--- config.mk ---
export PLATFORM = sky130hd
export DESIGN_NAME = deglitched_trimmed_mean_filter_unit
export DESIGN_NICKNAME = d
export VERILOG_FILES = /design/src/hdl/dtmf_pkg.sv /design/src/hdl/deglitched_trimmed_mean_filter_unit.sv /design/src/hdl/dtmf_cell.sv /design/src/hdl/dtmf_rank.sv /design/src/hdl/dtmf_div.sv
export SDC_FILE = /design/constraint.sdc
export NUM_CORES = 1
export LEC_CHECK = 0
export CAP_MARGIN = 20
export CORE_AREA = 2 2 123 245
export CTS_CLUSTER_SIZE = 12
export DETAILED_ROUTE_END_ITERATION = 7
export DIE_AREA = 0 0 125 247
export DONT_BUFFER_PORTS = 1
export PLACE_DENSITY = 0.76
export RECOVER_POWER = 25
export SLEW_MARGIN = 10
export SYNTH_ARGS = -nofsm -noshare
export SYNTH_HDL_FRONTEND = slang
export SYNTH_SLANG_ARGS = --single-unit
--- constraint.sdc ---
create_clock -name clock -period 4.9 [get_ports clock]
set_input_delay 0.98 -clock clock [delete_from_list [all_inputs] [get_ports clock]]
set_output_delay 0.98 -clock clock [all_outputs]
set_load 0.01 [all_outputs]
--- src/hdl/dtmf_pkg.sv ---
// ----------------------------------------------------------------------------
// Deglitched trimmed mean filter package
// Sample type, rank tracker control struct and sequencer state codes.
// ----------------------------------------------------------------------------
package dtmf_pkg;

   localparam int SAMPLE_W = 16;

   typedef logic signed [SAMPLE_W-1:0] sample_type;

   localparam sample_type SAMPLE_MAX = 16'sh7FFF;
   localparam sample_type SAMPLE_MIN = 16'sh8000;

   // rank tracker control
   typedef struct packed {
      logic clear;
      logic take;
   } rank_ctl_type;

   typedef enum logic [4:0] {
      ST_IDLE  = 5'b00001,
      ST_SCAN  = 5'b00010,
      ST_START = 5'b00100,
      ST_DIV   = 5'b01000,
      ST_OUT   = 5'b10000
   } state_type;

endpackage

--- src/hdl/deglitched_trimmed_mean_filter_unit.sv ---
// ----------------------------------------------------------------------------
// Deglitched trimmed mean filter unit
// Deglitches each sample against the newest window entry, pushes it into a
// DEPTH-slot cell chain and returns the window mean without its two smallest
// and two largest entries.
// ----------------------------------------------------------------------------
//  channel   ports                       beat
//  req       req_valid/req_ready         one raw sample
//  rsp       rsp_valid/rsp_ready         one trimmed mean
//
//  An item passes from one req beat to the next through the accept cycle,
//  the rotation of the cell chain once around past the rank tracker, the
//  divider start, the reciprocal divider and the load of the output
//  register, which raises rsp_valid. The load waits while an unaccepted
//  result holds the output register. Synchronous reset clears the window
//  to zero.
// ----------------------------------------------------------------------------
module deglitched_trimmed_mean_filter_unit #(
   parameter int DEPTH = 8
) (
   input  logic                 clock,
   input  logic                 reset,
   input  logic                 req_valid,
   output logic                 req_ready,
   input  dtmf_pkg::sample_type  req_sample,
   output logic                 rsp_valid,
   input  logic                 rsp_ready,
   output dtmf_pkg::sample_type  rsp_filtered
);
   import dtmf_pkg::*;

   localparam int SUM_W = SAMPLE_W + $clog2(DEPTH);
   localparam int CNT_W = $clog2(DEPTH);

   state_type        state_ff, state_in;
   logic [CNT_W-1:0] cnt_ff, cnt_in;
   logic             rsp_valid_ff, rsp_valid_in;
   sample_type       rsp_filtered_ff, rsp_filtered_in;

   sample_type       win_q [DEPTH];
   sample_type       head_d;
   logic             win_en;
   sample_type       prev;
   logic signed [SAMPLE_W:0] diff;
   sample_type       stored;
   rank_ctl_type     rank_ctl;
   logic signed [SUM_W-1:0] trim_sum;
   logic             div_start;
   logic             div_done;
   sample_type       div_quot;
   logic             accept;
   logic             out_free;

   assign prev = win_q[0];
   assign diff = {req_sample[SAMPLE_W-1], req_sample} - {prev[SAMPLE_W-1], prev};

   // (7*s + 3*prev)/10 collapses to a unit step toward zero when |diff| is 1
   always_comb begin
      stored = req_sample;
      if (diff == 17'sd1 && req_sample > 16'sd0) begin
         stored = req_sample - 16'sd1;
      end else if (diff == -17'sd1 && req_sample < 16'sd0) begin
         stored = req_sample + 16'sd1;
      end
   end

   assign req_ready = (state_ff == ST_IDLE);
   assign accept    = req_valid && req_ready;
   assign out_free  = !rsp_valid_ff || rsp_ready;

   always_comb begin
      state_in        = state_ff;
      cnt_in          = cnt_ff;
      rsp_valid_in    = rsp_valid_ff && !rsp_ready;
      rsp_filtered_in = rsp_filtered_ff;
      win_en          = 1'b0;
      head_d          = win_q[DEPTH-1];
      rank_ctl        = '0;
      div_start       = 1'b0;
      case (state_ff)
         ST_IDLE: begin
            if (accept) begin
               win_en         = 1'b1;
               head_d         = stored;
               rank_ctl.clear = 1'b1;
               cnt_in         = '0;
               state_in       = ST_SCAN;
            end
         end
         ST_SCAN: begin
            // rotate the chain once around, feeding the tail to the tracker
            win_en        = 1'b1;
            rank_ctl.take = 1'b1;
            cnt_in        = cnt_ff + 1'b1;
            if (cnt_ff == CNT_W'(DEPTH - 1)) begin
               state_in = ST_START;
            end
         end
         ST_START: begin
            div_start = 1'b1;
            state_in  = ST_DIV;
         end
         ST_DIV: begin
            if (div_done) begin
               state_in = ST_OUT;
            end
         end
         ST_OUT: begin
            if (out_free) begin
               rsp_valid_in    = 1'b1;
               rsp_filtered_in = div_quot;
               state_in        = ST_IDLE;
            end
         end
         default: begin
            state_in = ST_IDLE;
         end
      endcase
   end

   always_ff @(posedge clock) begin
      if (reset) begin
         state_ff     <= ST_IDLE;
         rsp_valid_ff <= 1'b0;
      end else begin
         state_ff     <= state_in;
         rsp_valid_ff <= rsp_valid_in;
      end
      cnt_ff          <= cnt_in;
      rsp_filtered_ff <= rsp_filtered_in;
   end

   for (genvar i = 0; i < DEPTH; i++) begin : g_cell
      sample_type cell_d;
      if (i == 0) begin : g_head
         assign cell_d = head_d;
      end else begin : g_body
         assign cell_d = win_q[i-1];
      end
      dtmf_cell u_cell (
         .clock (clock),
         .reset (reset),
         .en    (win_en),
         .d_in  (cell_d),
         .q     (win_q[i])
      );
   end

   dtmf_rank #(
      .SUM_W (SUM_W)
   ) u_rank (
      .clock    (clock),
      .ctl      (rank_ctl),
      .x        (win_q[DEPTH-1]),
      .trim_sum (trim_sum)
   );

   dtmf_div #(
      .SUM_W   (SUM_W),
      .DIVISOR (DEPTH - 4)
   ) u_div (
      .clock (clock),
      .reset (reset),
      .start (div_start),
      .num   (trim_sum),
      .done  (div_done),
      .quot  (div_quot)
   );

   assign rsp_valid    = rsp_valid_ff;
   assign rsp_filtered = rsp_filtered_ff;

endmodule

--- src/hdl/dtmf_cell.sv ---
// ----------------------------------------------------------------------------
// Window cell
// One slot of the sample window; loads its input value when enabled.
// ----------------------------------------------------------------------------
module dtmf_cell (
   input  logic                clock,
   input  logic                reset,
   input  logic                en,
   input  dtmf_pkg::sample_type d_in,
   output dtmf_pkg::sample_type q
);
   import dtmf_pkg::*;

   sample_type val_ff;
   sample_type val_in;

   assign val_in = en ? d_in : val_ff;

   always_ff @(posedge clock) begin
      if (reset) begin
         val_ff <= '0;
      end else begin
         val_ff <= val_in;
      end
   end

   assign q = val_ff;

endmodule

--- src/hdl/dtmf_rank.sv ---
// ----------------------------------------------------------------------------
// Rank tracker
// Sums the streamed window entries and keeps its two smallest and two
// largest values; reports the sum of the remaining entries.
// ----------------------------------------------------------------------------
module dtmf_rank #(
   parameter int SUM_W = 19
) (
   input  logic                  clock,
   input  dtmf_pkg::rank_ctl_type ctl,
   input  dtmf_pkg::sample_type   x,
   output logic signed [SUM_W-1:0] trim_sum
);
   import dtmf_pkg::*;

   logic signed [SUM_W-1:0] sum_ff, sum_in;
   sample_type lo0_ff, lo0_in, lo1_ff, lo1_in;
   sample_type hi0_ff, hi0_in, hi1_ff, hi1_in;

   function automatic logic signed [SUM_W-1:0] sext(input sample_type v);
      sext = {{(SUM_W-SAMPLE_W){v[SAMPLE_W-1]}}, v};
   endfunction

   always_comb begin
      sum_in = sum_ff;
      lo0_in = lo0_ff;
      lo1_in = lo1_ff;
      hi0_in = hi0_ff;
      hi1_in = hi1_ff;
      if (ctl.clear) begin
         sum_in = '0;
         lo0_in = SAMPLE_MAX;
         lo1_in = SAMPLE_MAX;
         hi0_in = SAMPLE_MIN;
         hi1_in = SAMPLE_MIN;
      end else if (ctl.take) begin
         sum_in = sum_ff + sext(x);
         if (x < lo0_ff) begin
            lo0_in = x;
            lo1_in = lo0_ff;
         end else if (x < lo1_ff) begin
            lo1_in = x;
         end
         if (x > hi0_ff) begin
            hi0_in = x;
            hi1_in = hi0_ff;
         end else if (x > hi1_ff) begin
            hi1_in = x;
         end
      end
   end

   always_ff @(posedge clock) begin
      sum_ff <= sum_in;
      lo0_ff <= lo0_in;
      lo1_ff <= lo1_in;
      hi0_ff <= hi0_in;
      hi1_ff <= hi1_in;
   end

   // drop two extremes at each end
   assign trim_sum = sum_ff - sext(lo0_ff) - sext(lo1_ff) - sext(hi0_ff) - sext(hi1_ff);

endmodule

--- src/hdl/dtmf_div.sv ---
// ----------------------------------------------------------------------------
// Constant divider
// Signed division of a sum by a fixed divisor through reciprocal
// multiplication, truncating toward zero; start passes through the mul and done registers to raise done.
// ----------------------------------------------------------------------------
module dtmf_div #(
   parameter int SUM_W   = 19,
   parameter int DIVISOR = 4
) (
   input  logic                 clock,
   input  logic                 reset,
   input  logic                 start,
   input  logic signed [SUM_W-1:0] num,
   output logic                 done,
   output dtmf_pkg::sample_type  quot
);
   import dtmf_pkg::*;

   // |num| * ceil(2^SHIFT / DIVISOR) >> SHIFT is exact for |num| < 2^SUM_W
   localparam int SHIFT   = SUM_W + $clog2(DIVISOR);
   localparam int RECIP_W = SUM_W + 1;
   localparam int PROD_W  = SUM_W + RECIP_W;
   localparam longint unsigned RECIP_FULL =
      ((64'd1 << SHIFT) + 64'(DIVISOR) - 64'd1) / 64'(DIVISOR);
   localparam logic [RECIP_W-1:0] RECIP = RECIP_W'(RECIP_FULL);

   logic                mul_ff, mul_in;
   logic                done_ff, done_in;
   logic [SUM_W-1:0]    mag_ff, mag_in;
   logic                neg_ff, neg_in;
   logic [PROD_W-1:0]   prod_ff, prod_in;
   logic [SAMPLE_W-1:0] q_mag;

   always_comb begin
      mul_in  = start;
      done_in = mul_ff;
      mag_in  = mag_ff;
      neg_in  = neg_ff;
      prod_in = prod_ff;
      if (start) begin
         neg_in = num[SUM_W-1];
         mag_in = num[SUM_W-1] ? SUM_W'(-num) : SUM_W'(num);
      end
      if (mul_ff) begin
         prod_in = PROD_W'(mag_ff) * PROD_W'(RECIP);
      end
   end

   always_ff @(posedge clock) begin
      if (reset) begin
         mul_ff  <= 1'b0;
         done_ff <= 1'b0;
      end else begin
         mul_ff  <= mul_in;
         done_ff <= done_in;
      end
      mag_ff  <= mag_in;
      neg_ff  <= neg_in;
      prod_ff <= prod_in;
   end

   assign q_mag = prod_ff[SHIFT +: SAMPLE_W];
   assign quot  = neg_ff ? sample_type'(-q_mag) : sample_type'(q_mag);
   assign done  = done_ff;

endmodule

==> results by group <==
Outcome
  – Outcome: finished, violations left
  – Failing checks: negative setup slack

STA
  – Slew Limit Fails: 0
  – Final hold vios: 0
  – FMAX: approximately 190 MHz
  – Post-route clock period utilization: 1.08
  – Final Critical Period: between 5 and 6 ns
  – Least-Margin Pin Slew: between 1 and 1.5 ns
  – Clk_skew: approximately 0.015 ns
  – PnR worst setup slack: -0.382 ns
  – RSZ-0062 raised after global routing: yes
  – Rel. slew slack: 0.243
  – Final setup viols: 7

Synth
  – Dominant cells by area after synthesis: dfxtp_1 26%, edfxtp_1 9.2%, ha_1 9.1%
  – Post-synth ARST share: 0
  – Syn nets: about 2200
  – Mapped Cells: slightly below 2000
  – Avg Cell Area, Syn: 8.59 sq um
  – Post-synth EDFFs: 52
  – YS warnings: 0
  – Main synth FF type: dfxtp_1
  – Sequential share of the synthesized area: 0.352
  – Post-Synthesis Cell Area: 16900 sq um
  – Area leader, netlist: dfxtp_1
  – Synthesis-stage register bit count: 271
  – Synth top area share: 0.260
  – Synth cell types: 94

Detailed routing
  – DR vias: around 14000
  – Drt wl/cell: between 15 and 20 um
  – ANT nets after route: 0
  – DRC viols: 0
  – Pre-antenna DRT Iters: 5
  – Initial DRC Count: between 900 and 1000
  – Avg Vias per Cell: between 5 and 6
  – WL final: a little under 40000 um

Floorplan
  – Die W: 125 um
  – Die ar.: about 31000 sq um
  – Io pins: 38
  – Core Area: 29200 sq um
  – Starting density of the core: 0.579
  – Die Ht: ~250 um
  – Row Count: a little under 90

Clocking
  – Insertion delay to the later sink of the worst-skew pair: 0.57 ns
  – CTS H-tree lvls: 1
  – CTS Hold Buffers Added: 0
  – Root buffer cell: clkbuf_16
  – CTS Buf Count: 27
  – TritonCTS clock tree: built
  – Sink Count: between 200 and 300
  – Clock transition at the registers of the reported paths: 0.07 ns
  – Max Root-Sink Buffers: 3

Final layout
  – Final nets: between 2000 and 2500
  – Design area: roughly 19000 sq um
  – Final non-filler cell total: 2356
  – Antenna cells: 0
  – Filler cells: roughly 2400
  – Area grow syn2layout: 10.0%
  – Share of layout cells above drive strength 1: 0.102

Worst setup path
  – Crit path cell chain: inv_2 > fa_1 > inv_2 > fa_1 > fa_2 > ha_4 > nor2_2 > fa_2 > nand2_2 > or2_4 > a21oi_4 > or4b_4 > or2_4 > nor4b_4 > or4b_4 > o21a_1 > xor2_1
  – R2R cell count: 17
  – CP max stage delay: ~0.6 ns
  – Crit Path Max Fanout: 3
  – Crit path launch type: flop
  – Critical path type: reg2reg
  – Worst path slowest cell: fa_2
  – CP Capture Type: flop
  – Worst EP required: about 5.2 ns
  – CP Data Arrival Time: between 5 and 6 ns

Placement
  – PortBufs: 0
  – Placed Cells: approximately 2300
  – Detailed placer's ending HPWL: about 28000 um
  – Dpl cell area: about 18000 sq um
  – RD Place Congestion: about 0.9
  – Setup slack at placement: -0.506 ns

Global route
  – First-pass GRT wire length: about 66000 um
  – Via count of the first global-routing pass: ~14000
  – Largest net degree at the start of global routing: 140
  – Global Route Usage Sum: 0.254
  – Grt total ovfl: 0
  – Initial antenna violation count: 0

Flow run
  – Max-cap violations: 0

Min path
  – Hold Path Stages: 0
  – Worst min-delay path class: reg2reg
-- final timing paths --
kind                                       start                 to  slack, ns
worst min register to register   u_div.mag_ff[5]  u_div.prod_ff[24]       0.42
worst max-delay path            u_rank.lo1_ff[0]   u_div.mag_ff[16]      -0.38
worst min-delay path             u_div.mag_ff[5]  u_div.prod_ff[24]       0.42
worst max register to register  u_rank.lo1_ff[0]   u_div.mag_ff[16]      -0.38
-- cells in the mapped netlist (all sizes together) (26+ instances only) --
cell	count
and3	28
clkbuf	79
nand2	335
fa	53
a31oi	26
inv	189
a21oi	191
xnor2	46
nor2	79
ha	123
o31ai	27
edfxtp	52
a21o	34
o21ai	56
dfxtp	219
nand3	33
nor3	32
mux2i	45
-- cell type report --
type	instances	area (sq um)	share of cell area
clock buffers	36	733	0.0395
clock inverters	3	33.8	0.00182
inverters	189	711	0.0383
multi-input cells	1411	10000	0.540
flip-flops and latches	271	5950	0.320
well taps	364	455	0.0245
repair buffers	82	656	0.0353
-- worst max-delay path: cells and delay by family (launching register included) --
kind | cells | cell delay, ns
AO/OA/AOI/OAI | 2 | 0.33
XOR/XNOR | 1 | 0.13
adder cells (fa/ha/maj) | 5 | 2.27
buffers and inverters | 2 | 0.09
flip-flops | 1 | 0.33
AND/OR/NAND/NOR | 7 | 1.87
-- through the flow --
| step | utilization | setup TNS (ns) | hold slack, ns |
|---|---|---|---|
| finish | 0.637 | -1.73 | 0.417 |
| global route | 0.637 | -3.32 | 0.424 |
| CTS | 0.632 | -1.99 | 0.416 |
| detailed placement | 0.601 | -3.49 | 0.406 |
| global placement | 0.601 | -2.29 | 0.405 |
| floorplan | - | -0.598 | 0.400 |
-- routing by layer --
metal	part of all wire	routed length, um	track usage	vias up
li1	-	-	-	6863
met1	0.44	17300	0.325	6545
met2	0.48	19000	0.439	324
met3	0.044	1740	0.0277	95
met4	0.035	1390	0.101	0
met5	0	0	0	-
-- placed cells by master (no fill, tap or decap), types with 25 or more instances in the layout --
| cell | count |
|---|---|
| nand2_1 | 329 |
| dfxtp_1 | 215 |
| a21oi_1 | 188 |
| inv_1 | 182 |
| ha_1 | 120 |
| nor2_1 | 76 |
| buf_4 | 75 |
| edfxtp_1 | 52 |
| fa_1 | 51 |
| o21ai_0 | 48 |
| xnor2_1 | 44 |
| mux2i_1 | 44 |
| a21o_1 | 34 |
| nand3_1 | 32 |
| nor3_1 | 29 |
| and3_1 | 28 |
| clkbuf_16 | 27 |
| a31oi_1 | 26 |
| o31ai_1 | 25 |
| o211ai_1 | 25 |
-- state kept, by name, indices dropped and copies added (netlist names), 3 cells and up --
| signal | cells |
|---|---|
| cnt_ff | 3 |
| g_cell.u_cell.q | 128 |
| rsp_filtered | 16 |
| state_ff | 5 |
| u_div.mag_ff | 16 |
| u_div.prod_ff | 16 |
| u_rank.hi0_ff | 16 |
| u_rank.hi1_ff | 16 |
| u_rank.lo0_ff | 16 |
| u_rank.lo1_ff | 16 |
| u_rank.sum_ff | 19 |
-- repair_timing --
| action | in CTS | in global routing |
|---|---|---|
| pin swaps | 8 | 10 |
| resized for setup | 26 | 26 |
| setup endpoints to repair | 15 | 17 |
| buffers inserted | 4 | 3 |
| cloned | 1 | 0 |
-- cells by family (layout without fill, tap and decap cells) --
| kind of cell | Yosys count | after routing | share of synthesized area |
|---|---|---|---|
| and+or+nand+nor | 649 | 649 | 0.184 |
| AOI/OAI and AO/OA | 476 | 476 | 0.183 |
| buffers and inverters | 283 | 310 | 0.0666 |
| DFF | 271 | 271 | 0.352 |
| adders and majority gates | 176 | 176 | 0.154 |
| xor gates and xnor gates | 65 | 65 | 0.0337 |
| muxes | 45 | 45 | 0.0267 |
Power is left out: the tool's default activity adds up to more than one toggle a clock period on the data nets, which glitch-free logic cannot reach.
